[config.mk]
export PLATFORM = sky130hd
export DESIGN_NAME = button_debounce_turbo_pack
export DESIGN_NICKNAME = d
export VERILOG_FILES = /design/src/rtl/core/bdtp_pkg.sv /design/src/rtl/core/button_debounce_turbo_pack.sv /design/src/rtl/core/bdtp_debounce_lane.sv /design/src/rtl/core/bdtp_turbo_lane.sv
export VERILOG_INCLUDE_DIRS = /design/src /design/src/rtl/core
export SDC_FILE = /design/constraint.sdc
export NUM_CORES = 1
export LEC_CHECK = 0
export ABC_AREA = 1
export CELL_PAD_IN_SITES_DETAIL_PLACEMENT = 0
export CELL_PAD_IN_SITES_GLOBAL_PLACEMENT = 1
export CORE_UTILIZATION = 43
export CTS_CLUSTER_SIZE = 8
export DETAILED_ROUTE_END_ITERATION = 6
export DONT_BUFFER_PORTS = 1
export PLACE_DENSITY = 0.87
export SLEW_MARGIN = 0
export SYNTH_ARGS = -nofsm -noshare
export SYNTH_HDL_FRONTEND = slang
export SYNTH_SLANG_ARGS = --single-unit
[constraint.sdc]
create_clock -name aclk -period 2.2 [get_ports aclk]
set_input_delay 0.22 -clock aclk [delete_from_list [all_inputs] [get_ports aclk]]
set_output_delay 0.22 -clock aclk [all_outputs]
set_load 0.02 [all_outputs]
[src/rtl/core/assert_macros.svh]
// ---------------------------------------------------------------------------
// Assertion macros
// Concurrent assertion wrappers shared by the RTL; they are empty in synthesis.
// ---------------------------------------------------------------------------
`ifndef ASSERT_MACROS_SVH
`define ASSERT_MACROS_SVH

`ifndef SYNTHESIS

// The consequent holds in the same cycle as the antecedent.
`define ASSERT_SAME(label, clk, rstn, ante, cons) \
    label: assert property (@(posedge clk) disable iff (!(rstn)) (ante) |-> (cons)) \
        else $error("assertion failed: same-cycle implication");

// The consequent holds in the cycle after the antecedent.
`define ASSERT_NEXT(label, clk, rstn, ante, cons) \
    label: assert property (@(posedge clk) disable iff (!(rstn)) (ante) |=> (cons)) \
        else $error("assertion failed: next-cycle implication");

`else

`define ASSERT_SAME(label, clk, rstn, ante, cons)
`define ASSERT_NEXT(label, clk, rstn, ante, cons)

`endif

`endif

[src/rtl/core/bdtp_pkg.sv]
// ---------------------------------------------------------------------------
// bdtp_pkg
// Shared constants, types and the report packing function.
// ---------------------------------------------------------------------------
package bdtp_pkg;

    localparam int MAIN_COUNT   = 8;
    localparam int TURBO_COUNT  = 2;
    localparam int BUTTON_COUNT = MAIN_COUNT + TURBO_COUNT;
    localparam int COUNT_W      = 8;
    localparam int ADDR_W       = 3;
    localparam int DATA_W       = 32;

    localparam logic [COUNT_W-1:0] DEBOUNCE_LIMIT_RESET = 8'd2;
    localparam logic [COUNT_W-1:0] TURBO_PERIOD_RESET   = 8'd3;

    // Register index, taken from paddr[2].
    typedef enum logic {
        REG_DEBOUNCE_LIMIT = 1'b0,
        REG_TURBO_PERIOD   = 1'b1
    } reg_index_t;

    // Debounced level of one button: the value after the current sample and
    // the value currently held in the register.
    typedef struct packed {
        logic level_next;
        logic level;
    } deb_status_t;

    // Turbo lane output toward the merging stage.
    typedef struct packed {
        logic fire_next;
        logic level;
    } turbo_status_t;

    // Merge debounced main buttons and turbo levels into the report layout:
    // bit 0 a, 1 b, 2 select, 3 start, 4 up, 5 down, 6 left, 7 right.
    function automatic logic [7:0] pack_report(
        input logic [MAIN_COUNT-1:0]  main_level,
        input logic [TURBO_COUNT-1:0] turbo_fire
    );
        logic [7:0] report;
        report[0] = main_level[6] | turbo_fire[0];
        report[1] = main_level[7] | turbo_fire[1];
        report[2] = main_level[4];
        report[3] = main_level[5];
        report[4] = main_level[0];
        report[5] = main_level[1];
        report[6] = main_level[2];
        report[7] = main_level[3];
        return report;
    endfunction

endpackage

[src/rtl/core/button_debounce_turbo_pack.sv]
// ---------------------------------------------------------------------------
// button_debounce_turbo_pack
// Ten-button debouncer with two turbo buttons, packed into an 8-bit report.
// ---------------------------------------------------------------------------
// Usage:
//   The s_ channel carries one raw sample of the active-low pins per
//   transaction: eight main buttons and two turbo buttons. The m_ channel
//   returns one 8-bit report per sample, in order.
//   Ten debounce lanes and two turbo lanes update in the cycle the sample is
//   accepted; the merged report lands in the output register, so it appears
//   on m_ in the cycle after acceptance.
//   Throughput is one sample per cycle. s_ready stays high while the output
//   register is empty or being drained; when the receiver stalls with a
//   report pending, s_ready drops and all lane state holds.
//   The APB port writes debounce_limit at 0x0 and turbo_period at 0x4; write
//   them only while no transaction is in flight.
//   Reset (aresetn low, synchronous) clears all lane state, empties the
//   output register and restores limit 2 and period 3.
// ---------------------------------------------------------------------------
`include "assert_macros.svh"

module button_debounce_turbo_pack
    import bdtp_pkg::*;
(
    input  logic              aclk,
    input  logic              aresetn,
    input  logic              s_valid,
    output logic              s_ready,
    input  logic [7:0]        s_main_pin_levels,
    input  logic [1:0]        s_turbo_pin_levels,
    output logic              m_valid,
    input  logic              m_ready,
    output logic [7:0]        m_report_buttons,
    input  logic              psel,
    input  logic              penable,
    input  logic              pwrite,
    input  logic [ADDR_W-1:0] paddr,
    input  logic [DATA_W-1:0] pwdata,
    output logic [DATA_W-1:0] prdata,
    output logic              pready
);

    logic [COUNT_W-1:0] debounce_limit_reg;
    logic [COUNT_W-1:0] turbo_period_reg;
    logic               m_valid_reg;
    logic [7:0]         report_reg;
    logic [7:0]         report_next;
    logic               accept;
    logic               cfg_write;
    reg_index_t         cfg_index;

    logic [BUTTON_COUNT-1:0] pressed;
    deb_status_t             deb_status   [BUTTON_COUNT];
    turbo_status_t           turbo_status [TURBO_COUNT];
    logic [MAIN_COUNT-1:0]   main_level_next;
    logic [TURBO_COUNT-1:0]  turbo_fire_next;

    assign pready    = 1'b1;
    assign cfg_write = psel & penable & pwrite & pready;
    assign cfg_index = reg_index_t'(paddr[2]);

    always_ff @(posedge aclk) begin
        if (!aresetn) begin
            debounce_limit_reg <= DEBOUNCE_LIMIT_RESET;
            turbo_period_reg   <= TURBO_PERIOD_RESET;
        end else if (cfg_write) begin
            case (cfg_index)
                REG_DEBOUNCE_LIMIT: debounce_limit_reg <= pwdata[COUNT_W-1:0];
                REG_TURBO_PERIOD:   turbo_period_reg   <= pwdata[COUNT_W-1:0];
                default: ;
            endcase
        end
    end

    always_comb begin
        case (cfg_index)
            REG_DEBOUNCE_LIMIT: prdata = DATA_W'(debounce_limit_reg);
            REG_TURBO_PERIOD:   prdata = DATA_W'(turbo_period_reg);
            default:            prdata = '0;
        endcase
    end

    assign s_ready = ~m_valid_reg | m_ready;
    assign accept  = s_valid & s_ready;

    // Pins are active low; lanes work on active-high pressed signals.
    assign pressed = ~{s_turbo_pin_levels, s_main_pin_levels};

    for (genvar i = 0; i < BUTTON_COUNT; i++) begin : g_deb
        bdtp_debounce_lane u_lane (
            .aclk           (aclk),
            .aresetn        (aresetn),
            .sample_en      (accept),
            .pressed        (pressed[i]),
            .debounce_limit (debounce_limit_reg),
            .status         (deb_status[i])
        );
    end

    for (genvar i = 0; i < MAIN_COUNT; i++) begin : g_main
        assign main_level_next[i] = deb_status[i].level_next;
    end

    for (genvar i = 0; i < TURBO_COUNT; i++) begin : g_turbo
        bdtp_turbo_lane u_lane (
            .aclk         (aclk),
            .aresetn      (aresetn),
            .sample_en    (accept),
            .held         (deb_status[MAIN_COUNT + i].level_next),
            .turbo_period (turbo_period_reg),
            .status       (turbo_status[i])
        );
        assign turbo_fire_next[i] = turbo_status[i].fire_next;
    end

    assign report_next = pack_report(main_level_next, turbo_fire_next);

    always_ff @(posedge aclk) begin
        if (!aresetn) begin
            m_valid_reg <= 1'b0;
        end else if (accept) begin
            m_valid_reg <= 1'b1;
        end else if (m_ready) begin
            m_valid_reg <= 1'b0;
        end
    end

    always_ff @(posedge aclk) begin
        if (accept) begin
            report_reg <= report_next;
        end
    end

    assign m_valid          = m_valid_reg;
    assign m_report_buttons = report_reg;

    // Every accepted sample leaves a report pending in the next cycle.
    `ASSERT_NEXT(a_accept_fills_output, aclk, aresetn, accept, m_valid_reg)
    // Lane state moves only with an accepted transaction.
    `ASSERT_NEXT(a_deb_hold_when_idle, aclk, aresetn, !accept, $stable(deb_status[0].level))
    // A turbo output can only be active while its button is debounced as held.
    `ASSERT_SAME(a_turbo_a_needs_held, aclk, aresetn, turbo_status[0].level,
                 deb_status[MAIN_COUNT].level)
    `ASSERT_SAME(a_turbo_b_needs_held, aclk, aresetn, turbo_status[1].level,
                 deb_status[MAIN_COUNT + 1].level)

endmodule

[src/rtl/core/bdtp_debounce_lane.sv]
// ---------------------------------------------------------------------------
// bdtp_debounce_lane
// Counter debouncer for one active-high pressed signal.
// ---------------------------------------------------------------------------
module bdtp_debounce_lane
    import bdtp_pkg::*;
(
    input  logic               aclk,
    input  logic               aresetn,
    input  logic               sample_en,
    input  logic               pressed,
    input  logic [COUNT_W-1:0] debounce_limit,
    output deb_status_t        status
);

    logic               previous_raw_reg;
    logic               previous_raw_next;
    logic [COUNT_W-1:0] stable_count_reg;
    logic [COUNT_W-1:0] stable_count_next;
    logic               level_reg;
    logic               level_next;

    always_comb begin
        stable_count_next = stable_count_reg;
        level_next        = level_reg;
        previous_raw_next = pressed;
        if (pressed != previous_raw_reg) begin
            stable_count_next = '0;
        end else if (stable_count_reg < debounce_limit) begin
            stable_count_next = stable_count_reg + COUNT_W'(1);
        end else begin
            level_next = pressed;
        end
    end

    always_ff @(posedge aclk) begin
        if (!aresetn) begin
            previous_raw_reg <= 1'b0;
            stable_count_reg <= '0;
            level_reg        <= 1'b0;
        end else if (sample_en) begin
            previous_raw_reg <= previous_raw_next;
            stable_count_reg <= stable_count_next;
            level_reg        <= level_next;
        end
    end

    assign status.level_next = level_next;
    assign status.level      = level_reg;

endmodule

[src/rtl/core/bdtp_turbo_lane.sv]
// ---------------------------------------------------------------------------
// bdtp_turbo_lane
// Autofire generator driven by one debounced turbo button.
// ---------------------------------------------------------------------------
module bdtp_turbo_lane
    import bdtp_pkg::*;
(
    input  logic               aclk,
    input  logic               aresetn,
    input  logic               sample_en,
    input  logic               held,
    input  logic [COUNT_W-1:0] turbo_period,
    output turbo_status_t      status
);

    logic [COUNT_W-1:0] count_reg;
    logic [COUNT_W-1:0] count_next;
    logic [COUNT_W-1:0] count_inc;
    logic               level_reg;
    logic               level_next;
    logic               last_pressed_reg;

    assign count_inc = count_reg + COUNT_W'(1);

    always_comb begin
        count_next = '0;
        level_next = 1'b0;
        if (held) begin
            if (!last_pressed_reg) begin
                // Press edge fires immediately.
                level_next = 1'b1;
            end else if (count_inc >= turbo_period) begin
                level_next = ~level_reg;
            end else begin
                count_next = count_inc;
                level_next = level_reg;
            end
        end
    end

    always_ff @(posedge aclk) begin
        if (!aresetn) begin
            count_reg        <= '0;
            level_reg        <= 1'b0;
            last_pressed_reg <= 1'b0;
        end else if (sample_en) begin
            count_reg        <= count_next;
            level_reg        <= level_next;
            last_pressed_reg <= held;
        end
    end

    assign status.fire_next = level_next;
    assign status.level     = level_reg;

endmodule

==> parameters.txt, run 1 <==
Parameter                              Value

Outcome
  Outcome ... finished, violations left
  Violated checks ... DRC, setup timing

Detailed routing
  Antenna-violating nets left ... 0
  Routed wire length ... about 24,000 um
  Starting DRC count in detailed routing ... between 500 and 600
  Detailed-route vias per instance ... between 5 and 6
  Average wire per standard cell ... 14.3 um
  Residual DRC ... 6
  Vias post-DR ... 8,550
  DR pass1 iterations ... 7

Floorplanning
  Die Width ... about 150 um
  Floorplan core area ... roughly 22,000 um^2
  Total die area ... 23,100 um^2
  Effective utilization at floorplan ... 0.441
  Number of rows in the core area ... 54
  Die extent in y ... roughly 150 um
  Number of I/O pins ... 95

STA
  Period utilisation layout ... 1.09
  Peak Freq ... 0.416 GHz
  Final hold violation count ... 0
  Setup repair after global routing missed its margin ... yes
  Setup clock skew after layout ... 0.0145 ns
  Worst-case setup margin in the final layout ... -0.202 ns
  Total Negative Setup Slacks ... -1.83 ns
  Max-slew violation total from the final report ... 0
  Final Critical Period ... between 2 and 2.5 ns
  Transition at the pin with the smallest max-transition slack ... ~1.1 ns
  Number of failing setup endpoints in the final timing report ... 19
  Headroom to the max-slew limit ... 0.249

Worst setup path
  Type of origin of the critical path ... register
  Arrival time of data at the critical path endpoint ... 2.76 ns
  CP max FO ... 3
  Req. time, crit path ... 2.56 ns
  Worst Path Class, Setup ... register to register
  Element type at the critical path end ... register

Placement
  Cell area reported after detailed placement ... around 10,000 um^2
  GPL Wtd Cong ... 0.807
  Count of input and output buffers ... 0
  Worst setup timing slack at the placement stage ... -0.148 ns
  Cells after DPL ... roughly 1,600
  HPWL after detailed placement ... around 16,000 um

Final layout
  Post-Layout Inst Area ... roughly 12,000 um^2
  Final Non-Filler Cells ... 1,676
  Share of cells above drive strength 1 ... 0.179
  Layout fillers ... around 2,100
  Flip-flop count of the largest register, all copies and words added ... 80
  Area Overhead vs Synth ... 18.7%
  Final core utilization ... 0.524
  Area used by multi-input combinational logic ... ~6400 um^2
  Number of diodes added for antenna fixing ... 0
  Post-layout net count ... roughly 1,500
  Area taken by flip-flops and latches ... a little under 3000 um^2

Synth
  Mapped Cells ... approximately 1,300
  Most used flip-flop cell after synthesis ... sky130_fd_sc_hd__dfxtp_1
  Cell with the most instances after synthesis ... sky130_fd_sc_hd__nand2_1
  Synthesized-area fraction occupied by xor and xnor cells ... 0.0550
  Avg Inst Size Synth ... approximately 7.4 um^2
  Post-synthesis cell area ... 9690 um^2
  Combinational family with the most area after synthesis ... simple AND/OR/NAND/NOR gates
  Sequential fraction of the synthesis area ... 0.304
  Area fraction in and, or, nand and nor cells after synthesis ... 0.296
  Compound-gate portion of the synthesized area ... 0.134
  Top cell types by occurrence after synthesis ... sky130_fd_sc_hd__nand2_1 (257), sky130_fd_sc_hd__a21oi_1 (149), sky130_fd_sc_hd__dfxtp_1 (135)
  Proportion of netlist area held by the largest area contributor ... 0.279
  Asr flop ratio synth ... 0
  Largest cells by area after synthesis ... sky130_fd_sc_hd__dfxtp_1 (28%), sky130_fd_sc_hd__ha_1 (13%), sky130_fd_sc_hd__nand2_1 (10%)
  Post-synth EDFFs ... 8
  Distinct cells, synth ... 43
  Post-synthesis register bit count ... between 100 and 150
  Proportion of synthesized area in mux cells ... 0
  Synthesized-area fraction occupied by adder cells ... 0.127
  Most area-hungry cell type in the Yosys netlist ... sky130_fd_sc_hd__dfxtp_1
  Count of synthesis-stage warnings from yosys ... 0

Global routing
  Number of global-route vias before repair ... 8,188
  Wire length of the first global-routing pass ... 39,800 um
  Antenna violations before repair ... 0
  Total routing resource utilization after global routing ... 0.212
  Remaining Overflow, GRT ... 0
  Maximum number of pins on one net before global-route repair ... a little under 50

Clock tree
  Number of clock sinks seen by CTS ... roughly 140
  Num CTS Buffers ... 17
  Root Driver ... sky130_fd_sc_hd__clkbuf_16
  Clk slew on worst S/H paths ... 0.07 ns
  Worst-skew pair later-pin latency ... about 0.43 ns
  Clock tree from TritonCTS ... built
  CTS max path bufs ... 2
  Clock H-tree levels ... 4

Pwr
  Pleak ... ~0.0050 uW
  Highest ir drop seen on vdd ... 0.398 mV
  Pwr dens ... roughly 570 nW/um^2

Flow run
  Reported max-cap violation count ... 0

Hold path
  Type of the most critical hold path ... primary input to register
## repair_timing
| item | CTS | global route |
|---|---|---|
| hold buffers | 26 | 0 |
| setup buffers | 7 | 3 |
| pin swaps | 18 | 19 |
| resized for setup | 40 | 49 |
| endpoints found under the setup margin | 20 | 23 |
| cloned | 0 | 0 |
| endpoints found under the hold margin | 38 | 0 |
## final cells by class
type,count,share of cell area
clock inverter,13,0.0117
multi-input combinational,1010,0.553
timing repair buffer,87,0.0677
inverter,124,0.0412
clock buffer,19,0.0385
tap,280,0.0305
sequential,143,0.257
## critical path: stages, from the launching register on
cell                      delay [ns]
sky130_fd_sc_hd__dfxtp_4        0.37
sky130_fd_sc_hd__ha_4           0.14
sky130_fd_sc_hd__nand3_2        0.08
sky130_fd_sc_hd__buf_4          0.16
sky130_fd_sc_hd__xor2_4         0.16
sky130_fd_sc_hd__inv_1          0.06
sky130_fd_sc_hd__ha_1           0.19
sky130_fd_sc_hd__a21oi_2        0.22
sky130_fd_sc_hd__nor2_4         0.05
sky130_fd_sc_hd__nor3_4         0.24
sky130_fd_sc_hd__nand3_2        0.15
sky130_fd_sc_hd__buf_4          0.16
sky130_fd_sc_hd__nor2_1         0.09
sky130_fd_sc_hd__nand3_1        0.10
sky130_fd_sc_hd__a21oi_2        0.15
## metal layers
layer / vias up / GRT usage / share of wire / routed length (um)
met5: - / 0 / 0 / 0
met4: 0 / 0.0612 / 0.016 / 383
met3: 23 / 0.0434 / 0.037 / 885
met2: 128 / 0.360 / 0.48 / 11500
met1: 3951 / 0.270 / 0.47 / 11200
li1: 4448 / - / - / -
## placed cells by master, fill, tap and decap left out, types with 9 or more instances in the layout
cell,instances
sky130_fd_sc_hd__a21oi_1,143
sky130_fd_sc_hd__a21oi_2,15
sky130_fd_sc_hd__buf_4,52
sky130_fd_sc_hd__clkbuf_16,17
sky130_fd_sc_hd__conb_1,25
sky130_fd_sc_hd__dfxtp_1,128
sky130_fd_sc_hd__dlygate4sd3_1,26
sky130_fd_sc_hd__ha_1,91
sky130_fd_sc_hd__inv_1,104
sky130_fd_sc_hd__inv_2,16
sky130_fd_sc_hd__nand2_1,250
sky130_fd_sc_hd__nand2_2,21
sky130_fd_sc_hd__nand2_4,19
sky130_fd_sc_hd__nand3_1,105
sky130_fd_sc_hd__nand3_2,19
sky130_fd_sc_hd__nand4_1,14
sky130_fd_sc_hd__nor2_1,100
sky130_fd_sc_hd__nor2_4,10
sky130_fd_sc_hd__nor3_1,12
sky130_fd_sc_hd__nor3_2,11
sky130_fd_sc_hd__nor3b_1,9
sky130_fd_sc_hd__o21ai_0,43
sky130_fd_sc_hd__o21ai_1,19
sky130_fd_sc_hd__xnor2_1,9
sky130_fd_sc_hd__xor2_1,33
## cells by family after synthesis
logic type | Yosys count
and+or+nand+nor | 594
other | 2
xor gates and xnor gates | 54
AOI/OAI and AO/OA | 239
DFF | 143
adders and majority gates | 98
buffers and inverters | 182
## power by group
part | switching, uW | internal, uW | total, uW
Clock | 1210 | 1700 | 2910
Sequential | 87.9 | 2700 | 2780
Combinational | 579 | 283 | 862
Total | 1870 | 4680 | 6550
## path summary, 6_finish.rpt
check | start | to | slack [ns] | depth (start not counted)
max | g_turbo[1].u_lane.count_reg[0]$_SDFFE_PN0P_ | g_turbo[1].u_lane.count_reg[6]$_SDFFE_PN0P_ | -0.20 | 14
min | aresetn | g_deb[1].u_lane.level_reg$_SDFFE_PN0P_ | 0.006 | 3
max reg2reg | g_turbo[1].u_lane.count_reg[0]$_SDFFE_PN0P_ | g_turbo[1].u_lane.count_reg[6]$_SDFFE_PN0P_ | -0.20 | 14
min reg2reg | g_deb[7].u_lane.previous_raw_reg$_SDFFE_PN0P_ | g_deb[7].u_lane.previous_raw_reg$_SDFFE_PN0P_ | 0.47 | 2
## per-stage QoR
step | power [uW] | hold WS (ns)
after floorplan | 3480 | 0.310
after global placement | 3620 | 0.310
after detailed placement | 3640 | 0.314
after CTS | 6590 | 0.000537
after global routing | 6840 | 0.00710
final | 6550 | 0.00570
(Power assumes the default switching activity.)
==> run 2, diff against run 1 <==
- BUFFER_PORTS_ARGS: default -> -buffer_cell sky130_fd_sc_hd__buf_4
- CORE_UTILIZATION: 43 -> 40
- DONT_BUFFER_PORTS: 1 -> default
==> parameters.txt, run 2 (synthesis gave the netlist of run 1 again) <==
Parameter                              Value

Pwr
  Internal cell power ... 4530 uW (was 4680 uW)
  Pwr dens ... 558 nW/um^2 (was 570 nW/um^2)
  Overall power after layout ... 6410 uW (was 6550 uW)
  Highest ir drop seen on vdd ... 0.345 mV (was 0.398 mV)
  Pleak ... 0.00502 uW (was 0.00496 uW)
  Clock network fraction of design power ... 0.426 (was 0.443)
  Power spent charging and discharging nets ... 1880 uW (was 1870 uW)
  Proportion of power drawn by flip-flops and latches ... 0.431 (was 0.425)
  Gate power share ... 0.143 (was 0.132)
  Fraction of power spent switching nets ... 0.293 (was 0.286)

Floorplanning
  Number of I/O pins ... 95 (unchanged)
  Total die area ... 24,800 um^2 (was 23,100 um^2)
  Die extent in y ... 158 um (was 152 um)
  Effective utilization at floorplan ... 0.410 (was 0.441)
  Number of rows in the core area ... 56 (was 54)
  Floorplan core area ... 23,600 um^2 (was 22,000 um^2)
  Die Width ... 158 um (was 152 um)

Worst setup path
  Most common cell type on the critical path ... sky130_fd_sc_hd__nand3_2
  Req. time, crit path ... 2.38 ns (was 2.56 ns)
  Cells along the critical path ... ha_4, nand3_2, nand3b_1, xor2_1, inv_1, ha_1, nand2_2, nor2_2, nor3_4, nand2_1, nand2_1, nand3_2, nand2_2, nand3_2 (was ha_4, nand3_2, buf_4, xor2_4, inv_1, ha_1, a21oi_2, nor2_4, nor3_4, nand3_2, buf_4, nor2_1, nand3_1, a21oi_2)
  Critical path's slowest cell ... sky130_fd_sc_hd__dfxtp_4 (unchanged)
  Critical Path Max Stage Delay ... 0.37 ns (about the same)
  Type of origin of the critical path ... register (unchanged)
  Arrival time of data at the critical path endpoint ... 2.54 ns (was 2.76 ns)
  Worst Path Class, Setup ... register to register (unchanged)
  Element type at the critical path end ... register (unchanged)
  CP max FO ... 3 (unchanged)

Final layout
  Area used by multi-input combinational logic ... 6290 um^2 (was 6360 um^2)
  Post-layout net count ... 1,546 (was 1,533)
  Highest-count cells in the layout ignoring fill and taps ... sky130_fd_sc_hd__nand2_1 (250), sky130_fd_sc_hd__a21oi_1 (142), sky130_fd_sc_hd__dfxtp_1 (129) (was sky130_fd_sc_hd__nand2_1 (250), sky130_fd_sc_hd__a21oi_1 (143), sky130_fd_sc_hd__dfxtp_1 (128))
  Area taken by flip-flops and latches ... 2960 um^2 (about the same)
  Layout fillers ... 2,332 (was 2,075)
  Share of cells above drive strength 1 ... 0.194 (was 0.179)
  Flip-flop count of the largest register, all copies and words added ... 80 (unchanged)
  Most common library cell in the layout ignoring fill and taps ... sky130_fd_sc_hd__nand2_1 (unchanged)
  Area Overhead vs Synth ... 18.5% (was 18.7%)
  Post-Layout Inst Area ... 11,500 um^2 (about the same)
  Number of diodes added for antenna fixing ... 0 (unchanged)
  Final Non-Filler Cells ... 1,728 (was 1,676)

Placement
  Cells after DPL ... 1,683 (was 1,608)
  GPL Wtd Cong ... 0.802 (was 0.807)
  HPWL after detailed placement ... 16,200 um (was 16,000 um)
  Cell area reported after detailed placement ... 10,500 um^2 (was 10,200 um^2)
  Count of input and output buffers ... 43 (was 0)

Global routing
  Antenna violations before repair ... 0 (unchanged)
  Number of global-route vias before repair ... 8,117 (was 8,188)
  Total routing resource utilization after global routing ... 0.198 (was 0.212)
  Remaining Overflow, GRT ... 0 (unchanged)
  Wire length of the first global-routing pass ... 39,400 um (was 39,800 um)
  Maximum number of pins on one net before global-route repair ... 42 (was 49)

STA
  Final Critical Period ... 2.36 ns (was 2.40 ns)
  Peak Freq ... 0.425 GHz (was 0.416 GHz)
  Final hold violation count ... 0 (unchanged)
  Max-slew violation total from the final report ... 0 (unchanged)
  Number of failing setup endpoints in the final timing report ... 20 (was 19)
  Setup repair after global routing missed its margin ... yes (unchanged)
  Setup clock skew after layout ... 0.0113 ns (was 0.0145 ns)
  Total Negative Setup Slacks ... -2.00 ns (was -1.83 ns)
  Tightest hold margin ... 0.0113 ns (was 0.00570 ns)
  Headroom to the max-slew limit ... 0.594 (was 0.249)
  Transition at the pin with the smallest max-transition slack ... 0.607 ns (was 1.12 ns)
  Worst-case setup margin in the final layout ... -0.155 ns (was -0.202 ns)
  Period utilisation layout ... 1.07 (was 1.09)

Hold path
  Type of the most critical hold path ... primary input to register (unchanged)

Detailed routing
  Starting DRC count in detailed routing ... 446 (was 518)
  Average wire per standard cell ... 13.5 um (was 14.3 um)
  Routed wire length ... 23,400 um (was 24,000 um)
  Detailed-route vias per instance ... 4.95 (was 5.10)
  DR pass1 iterations ... 5 (was 7)
  Antenna-violating nets left ... 0 (unchanged)
  Residual DRC ... 0 (was 6)
  Vias post-DR ... 8,561 (was 8,550)

Flow run
  Reported max-cap violation count ... 0 (unchanged)

Clock tree
  Clock H-tree levels ... 4 (unchanged)
  Clock tree from TritonCTS ... built (unchanged)
  Worst-skew pair later-pin latency ... 0.43 ns (about the same)
  Number of clock sinks seen by CTS ... 143 (unchanged)
  Clk slew on worst S/H paths ... 0.06 ns (was 0.07 ns)
  Root Driver ... sky130_fd_sc_hd__clkbuf_16 (unchanged)
  Num CTS Buffers ... 17 (unchanged)
  CTS max path bufs ... 2 (unchanged)

Outcome
  Outcome ... finished, violations left (unchanged)
  Violated checks ... setup timing (was DRC, setup timing)
-- run 2: repair_timing --
action	CTS	global route
hold buffers	7	0
resized for setup	35	42
endpoints found under the setup margin	19	20
pin swaps	9	22
buffers inserted	4	2
endpoints found under the hold margin	7	0
-- run 2: area by class of cell --
type,count,area share
multi-input combinational,1010,0.548
sequential,143,0.258
clock inverter,12,0.00730
clock buffer,20,0.0407
inverter,124,0.0411
tap,319,0.0348
timing repair buffer,100,0.0704
-- run 2: path summary, 6_finish.rpt --
kind	start	endpoint	slack, ns	depth (start not counted)
setup / recovery	g_turbo[1].u_lane.count_reg[1]$_SDFFE_PN0P_	m_report_buttons[1]$_DFFE_PP_	-0.16	14
hold / removal	pwdata[1]	debounce_limit_reg[1]$_SDFFE_PN1P_	0.01	3
setup reg to reg	g_turbo[1].u_lane.count_reg[1]$_SDFFE_PN0P_	m_report_buttons[1]$_DFFE_PP_	-0.16	14
hold reg to reg	g_deb[7].u_lane.previous_raw_reg$_SDFFE_PN0P_	g_deb[7].u_lane.previous_raw_reg$_SDFFE_PN0P_	0.47	2
-- run 2: routing by layer --
layer	vias to the layer above	GRT usage	share of wire
li1	4472	-	-
met1	3924	0.257	0.48
met2	132	0.336	0.48
met3	33	0.0356	0.028
met4	0	0.0541	0.015
met5	-	0	0
-- run 2: worst max-delay path, delay by kind of cell, from the launching register on --
kind,cells,cell delay (ns)
buffers and inverters,1,0.07
xor gates and xnor gates,1,0.18
and+or+nand+nor,10,1.04
DFF,1,0.37
adders and majority gates,2,0.43
-- run 2: power groups by stage --
| stage | registers (uW) | logic (uW) | clock network (uW) |
|---|---|---|---|
| floorplan | 2830 | 651 | 0 |
| global placement | 2820 | 882 | 0 |
| detailed placement | 2820 | 897 | 0 |
| CTS | 2770 | 912 | 2780 |
| global route | 2770 | 1030 | 2900 |
| finish | 2760 | 917 | 2730 |
-- run 2: stage by stage --
stage          worst slack [ns]  utilization
6_report                 -0.155        0.486
5_1_grt                  -0.266        0.486
4_1_cts                  -0.122        0.478
3_5_place_dp             -0.137        0.445
3_3_place_gp            -0.0974        0.445
2_1_floorplan           0.00285            -
==> run 3, diff against run 2 <==
- CAP_MARGIN: default -> 20
- CELL_PAD_IN_SITES_DETAIL_PLACEMENT: 0 -> default
- CELL_PAD_IN_SITES_GLOBAL_PLACEMENT: 1 -> default
- CORE_UTILIZATION: 40 -> 55
- PLACE_DENSITY: 0.87 -> 0.88
==> parameters.txt, run 3 (synthesis gave the netlist of run 1 again) <==
Parameter                              Value

Clock tree
  Num CTS Buffers ... 17 (unchanged)
  Number of clock sinks seen by CTS ... 143 (unchanged)
  Clock tree from TritonCTS ... built (unchanged)
  Clock H-tree levels ... 4 (unchanged)
  Clk slew on worst S/H paths ... 0.06 ns (about the same)
  CTS max path bufs ... 2 (unchanged)
  Worst-skew pair later-pin latency ... 0.43 ns (about the same)
  Root Driver ... sky130_fd_sc_hd__clkbuf_16 (unchanged)

Worst setup path
  Critical Path Max Stage Delay ... 0.37 ns (about the same)
  Type of origin of the critical path ... register (unchanged)
  WP buf/inv ... 2 (was 1)
  Most common cell type on the critical path ... sky130_fd_sc_hd__nand3_2 (unchanged)
  Worst Path Class, Setup ... register to register (unchanged)
  Arrival time of data at the critical path endpoint ... 2.74 ns (was 2.54 ns)
  Critical path's slowest cell ... sky130_fd_sc_hd__dfxtp_4 (unchanged)
  CP max FO ... 8 (was 3)
  Req. time, crit path ... 2.55 ns (was 2.38 ns)
  Worst path depth ... 14 (unchanged)
  Reg2Reg Depth ... 14 (unchanged)
  Largest delay share family, worst path ... simple AND/OR/NAND/NOR gates (unchanged)
  Element type at the critical path end ... register (unchanged)
  Cells along the critical path ... ha_4, nand3_2, nand3b_1, xor2_2, inv_2, ha_4, nand2_4, nor2_2, nor3_4, nand3_2, buf_8, nor2_4, nand3_2, a21oi_2 (was ha_4, nand3_2, nand3b_1, xor2_1, inv_1, ha_1, nand2_2, nor2_2, nor3_4, nand2_1, nand2_1, nand3_2, nand2_2, nand3_2)

STA
  Transition at the pin with the smallest max-transition slack ... 0.629 ns (was 0.607 ns)
  Setup repair after global routing missed its margin ... yes (unchanged)
  Setup clock skew after layout ... 0.0107 ns (was 0.0113 ns)
  Number of failing setup endpoints in the final timing report ... 19 (was 20)
  Headroom to the max-slew limit ... 0.580 (was 0.594)
  Worst-case setup margin in the final layout ... -0.190 ns (was -0.155 ns)
  Max-slew violation total from the final report ... 0 (unchanged)
  Period utilisation layout ... 1.09 (was 1.07)
  Final Critical Period ... 2.39 ns (was 2.36 ns)
  Final hold violation count ... 0 (unchanged)
  Peak Freq ... 0.418 GHz (was 0.425 GHz)

Final layout
  Post-layout net count ... 1,544 (was 1,546)
  Number of diodes added for antenna fixing ... 0 (unchanged)
  Layout fillers ... 1,298 (was 2,332)
  Flip-flop count of the largest register, all copies and words added ... 80 (unchanged)
  Area Overhead vs Synth ... 18.1% (was 18.5%)
  Share of cells above drive strength 1 ... 0.193 (was 0.194)
  Final Non-Filler Cells ... 1,632 (was 1,728)
  Highest-count cells in the layout ignoring fill and taps ... sky130_fd_sc_hd__nand2_1 (253), sky130_fd_sc_hd__a21oi_1 (148), sky130_fd_sc_hd__dfxtp_1 (127) (was sky130_fd_sc_hd__nand2_1 (250), sky130_fd_sc_hd__a21oi_1 (142), sky130_fd_sc_hd__dfxtp_1 (129))
  Most common library cell in the layout ignoring fill and taps ... sky130_fd_sc_hd__nand2_1 (unchanged)

Placement
  Worst setup timing slack at the placement stage ... -0.0782 ns (was -0.137 ns)
  Count of input and output buffers ... 43 (unchanged)
  GPL Wtd Cong ... 0.892 (was 0.802)
  HPWL after detailed placement ... 15,300 um (was 16,200 um)
  Cells after DPL ... 1,581 (was 1,683)

Detailed routing
  Antenna-violating nets left ... 0 (unchanged)
  Residual DRC ... 0 (unchanged)
  Detailed-route vias per instance ... 5.62 (was 4.95)
  DR pass1 iterations ... 6 (was 5)
  Routed wire length ... 24,400 um (was 23,400 um)
  Average wire per standard cell ... 15.0 um (was 13.5 um)
  Starting DRC count in detailed routing ... 565 (was 446)
  Vias post-DR ... 9,166 (was 8,561)

Global routing
  Wire length of the first global-routing pass ... 39,400 um (about the same)
  Number of global-route vias before repair ... 8,647 (was 8,117)
  Remaining Overflow, GRT ... 0 (unchanged)
  Maximum number of pins on one net before global-route repair ... 75 (was 42)
  Antenna violations before repair ... 0 (unchanged)
  Total routing resource utilization after global routing ... 0.269 (was 0.198)

Pwr
  Highest ir drop seen on vdd ... 0.656 mV (was 0.345 mV)
  Pwr dens ... 583 nW/um^2 (was 558 nW/um^2)
  Pleak ... 0.00503 uW (was 0.00502 uW)
  Overall power after layout ... 6670 uW (was 6410 uW)

Floorplanning
  Number of rows in the core area ... 48 (was 56)
  Effective utilization at floorplan ... 0.562 (was 0.410)
  Floorplan core area ... 17,200 um^2 (was 23,600 um^2)
  Die extent in y ... 135 um (was 158 um)
  Total die area ... 18,100 um^2 (was 24,800 um^2)
  Die Width ... 135 um (was 158 um)
  Number of I/O pins ... 95 (unchanged)

Outcome
  Outcome ... finished, violations left (unchanged)
  Violated checks ... setup timing (unchanged)

Hold path
  Type of the most critical hold path ... primary input to register (unchanged)
  Worst Hold Path Cells ... 3 (unchanged)

Flow run
  Reported max-cap violation count ... 0 (unchanged)
-- run 3: path summary, 6_finish.rpt --
path                                                                    start                                            end  slack (ns)
worst max-delay path              g_turbo[0].u_lane.count_reg[0]$_SDFFE_PN0P_    g_turbo[0].u_lane.count_reg[1]$_SDFFE_PN0P_       -0.19
worst min-delay path                                                pwdata[0]               turbo_period_reg[0]$_SDFFE_PN1P_        0.02
worst max register to register    g_turbo[0].u_lane.count_reg[0]$_SDFFE_PN0P_    g_turbo[0].u_lane.count_reg[1]$_SDFFE_PN0P_       -0.19
worst min register to register  g_deb[7].u_lane.previous_raw_reg$_SDFFE_PN0P_  g_deb[7].u_lane.previous_raw_reg$_SDFFE_PN0P_        0.47
-- run 3: cell type report --
type / instances / area (um^2) / area share
Clock buffer: 24 / 503 / 0.0440
Sequential cell: 143 / 2970 / 0.259
Multi-Input combinational cell: 1010 / 6290 / 0.550
Tap cell: 225 / 282 / 0.0246
Timing Repair Buffer: 98 / 807 / 0.0706
Inverter: 124 / 484 / 0.0423
Clock inverter: 8 / 101 / 0.00886
-- run 3: per-stage QoR --
stage / hold slack (ns) / util / setup TNS (ns) / area [um^2]
global placement: 0.432 / 0.600 / -0.227 / 10300
floorplan: 0.310 / - / 0 / 9770
global route: 0.00197 / 0.663 / -5.39 / 11400
CTS: 0.00107 / 0.648 / -0.585 / 11200
finish: 0.0159 / 0.663 / -2.55 / 11400
detailed placement: 0.438 / 0.600 / -1.02 / 10300
-- run 3: layer usage --
| metal | up-vias | global-route usage | wire (um) |
|---|---|---|---|
| li1 | 4479 | - | - |
| met1 | 4290 | 0.324 | 10100 |
| met2 | 327 | 0.462 | 12100 |
| met3 | 70 | 0.0541 | 1430 |
| met4 | 0 | 0.115 | 746 |
| met5 | - | 0 | 0 |
-- run 3: timing repair --
item / in CTS / in global routing
pin swaps: 11 / 28
cloned: 0 / 0
endpoints found under the setup margin: 18 / 35
endpoints found under the hold margin: 6 / 0
hold buffers: 6 / 0
gates resized for setup: 34 / 47
buffers inserted: 4 / 9
-- run 3: power breakdown --
part	switching [uW]	leakage, uW	internal (uW)	total, uW
Sequential	71.4	0.00118	2690	2760
Clock	1130	0.000296	1830	2960
Combinational	635	0.00355	311	946
Total	1840	0.00503	4830	6670
-- run 3: worst min-delay path, stage by stage --
cell and delay, ns:
sky130_fd_sc_hd__buf_4 0.09, sky130_fd_sc_hd__nand2_1 0.04, sky130_fd_sc_hd__nand3_1 0.06
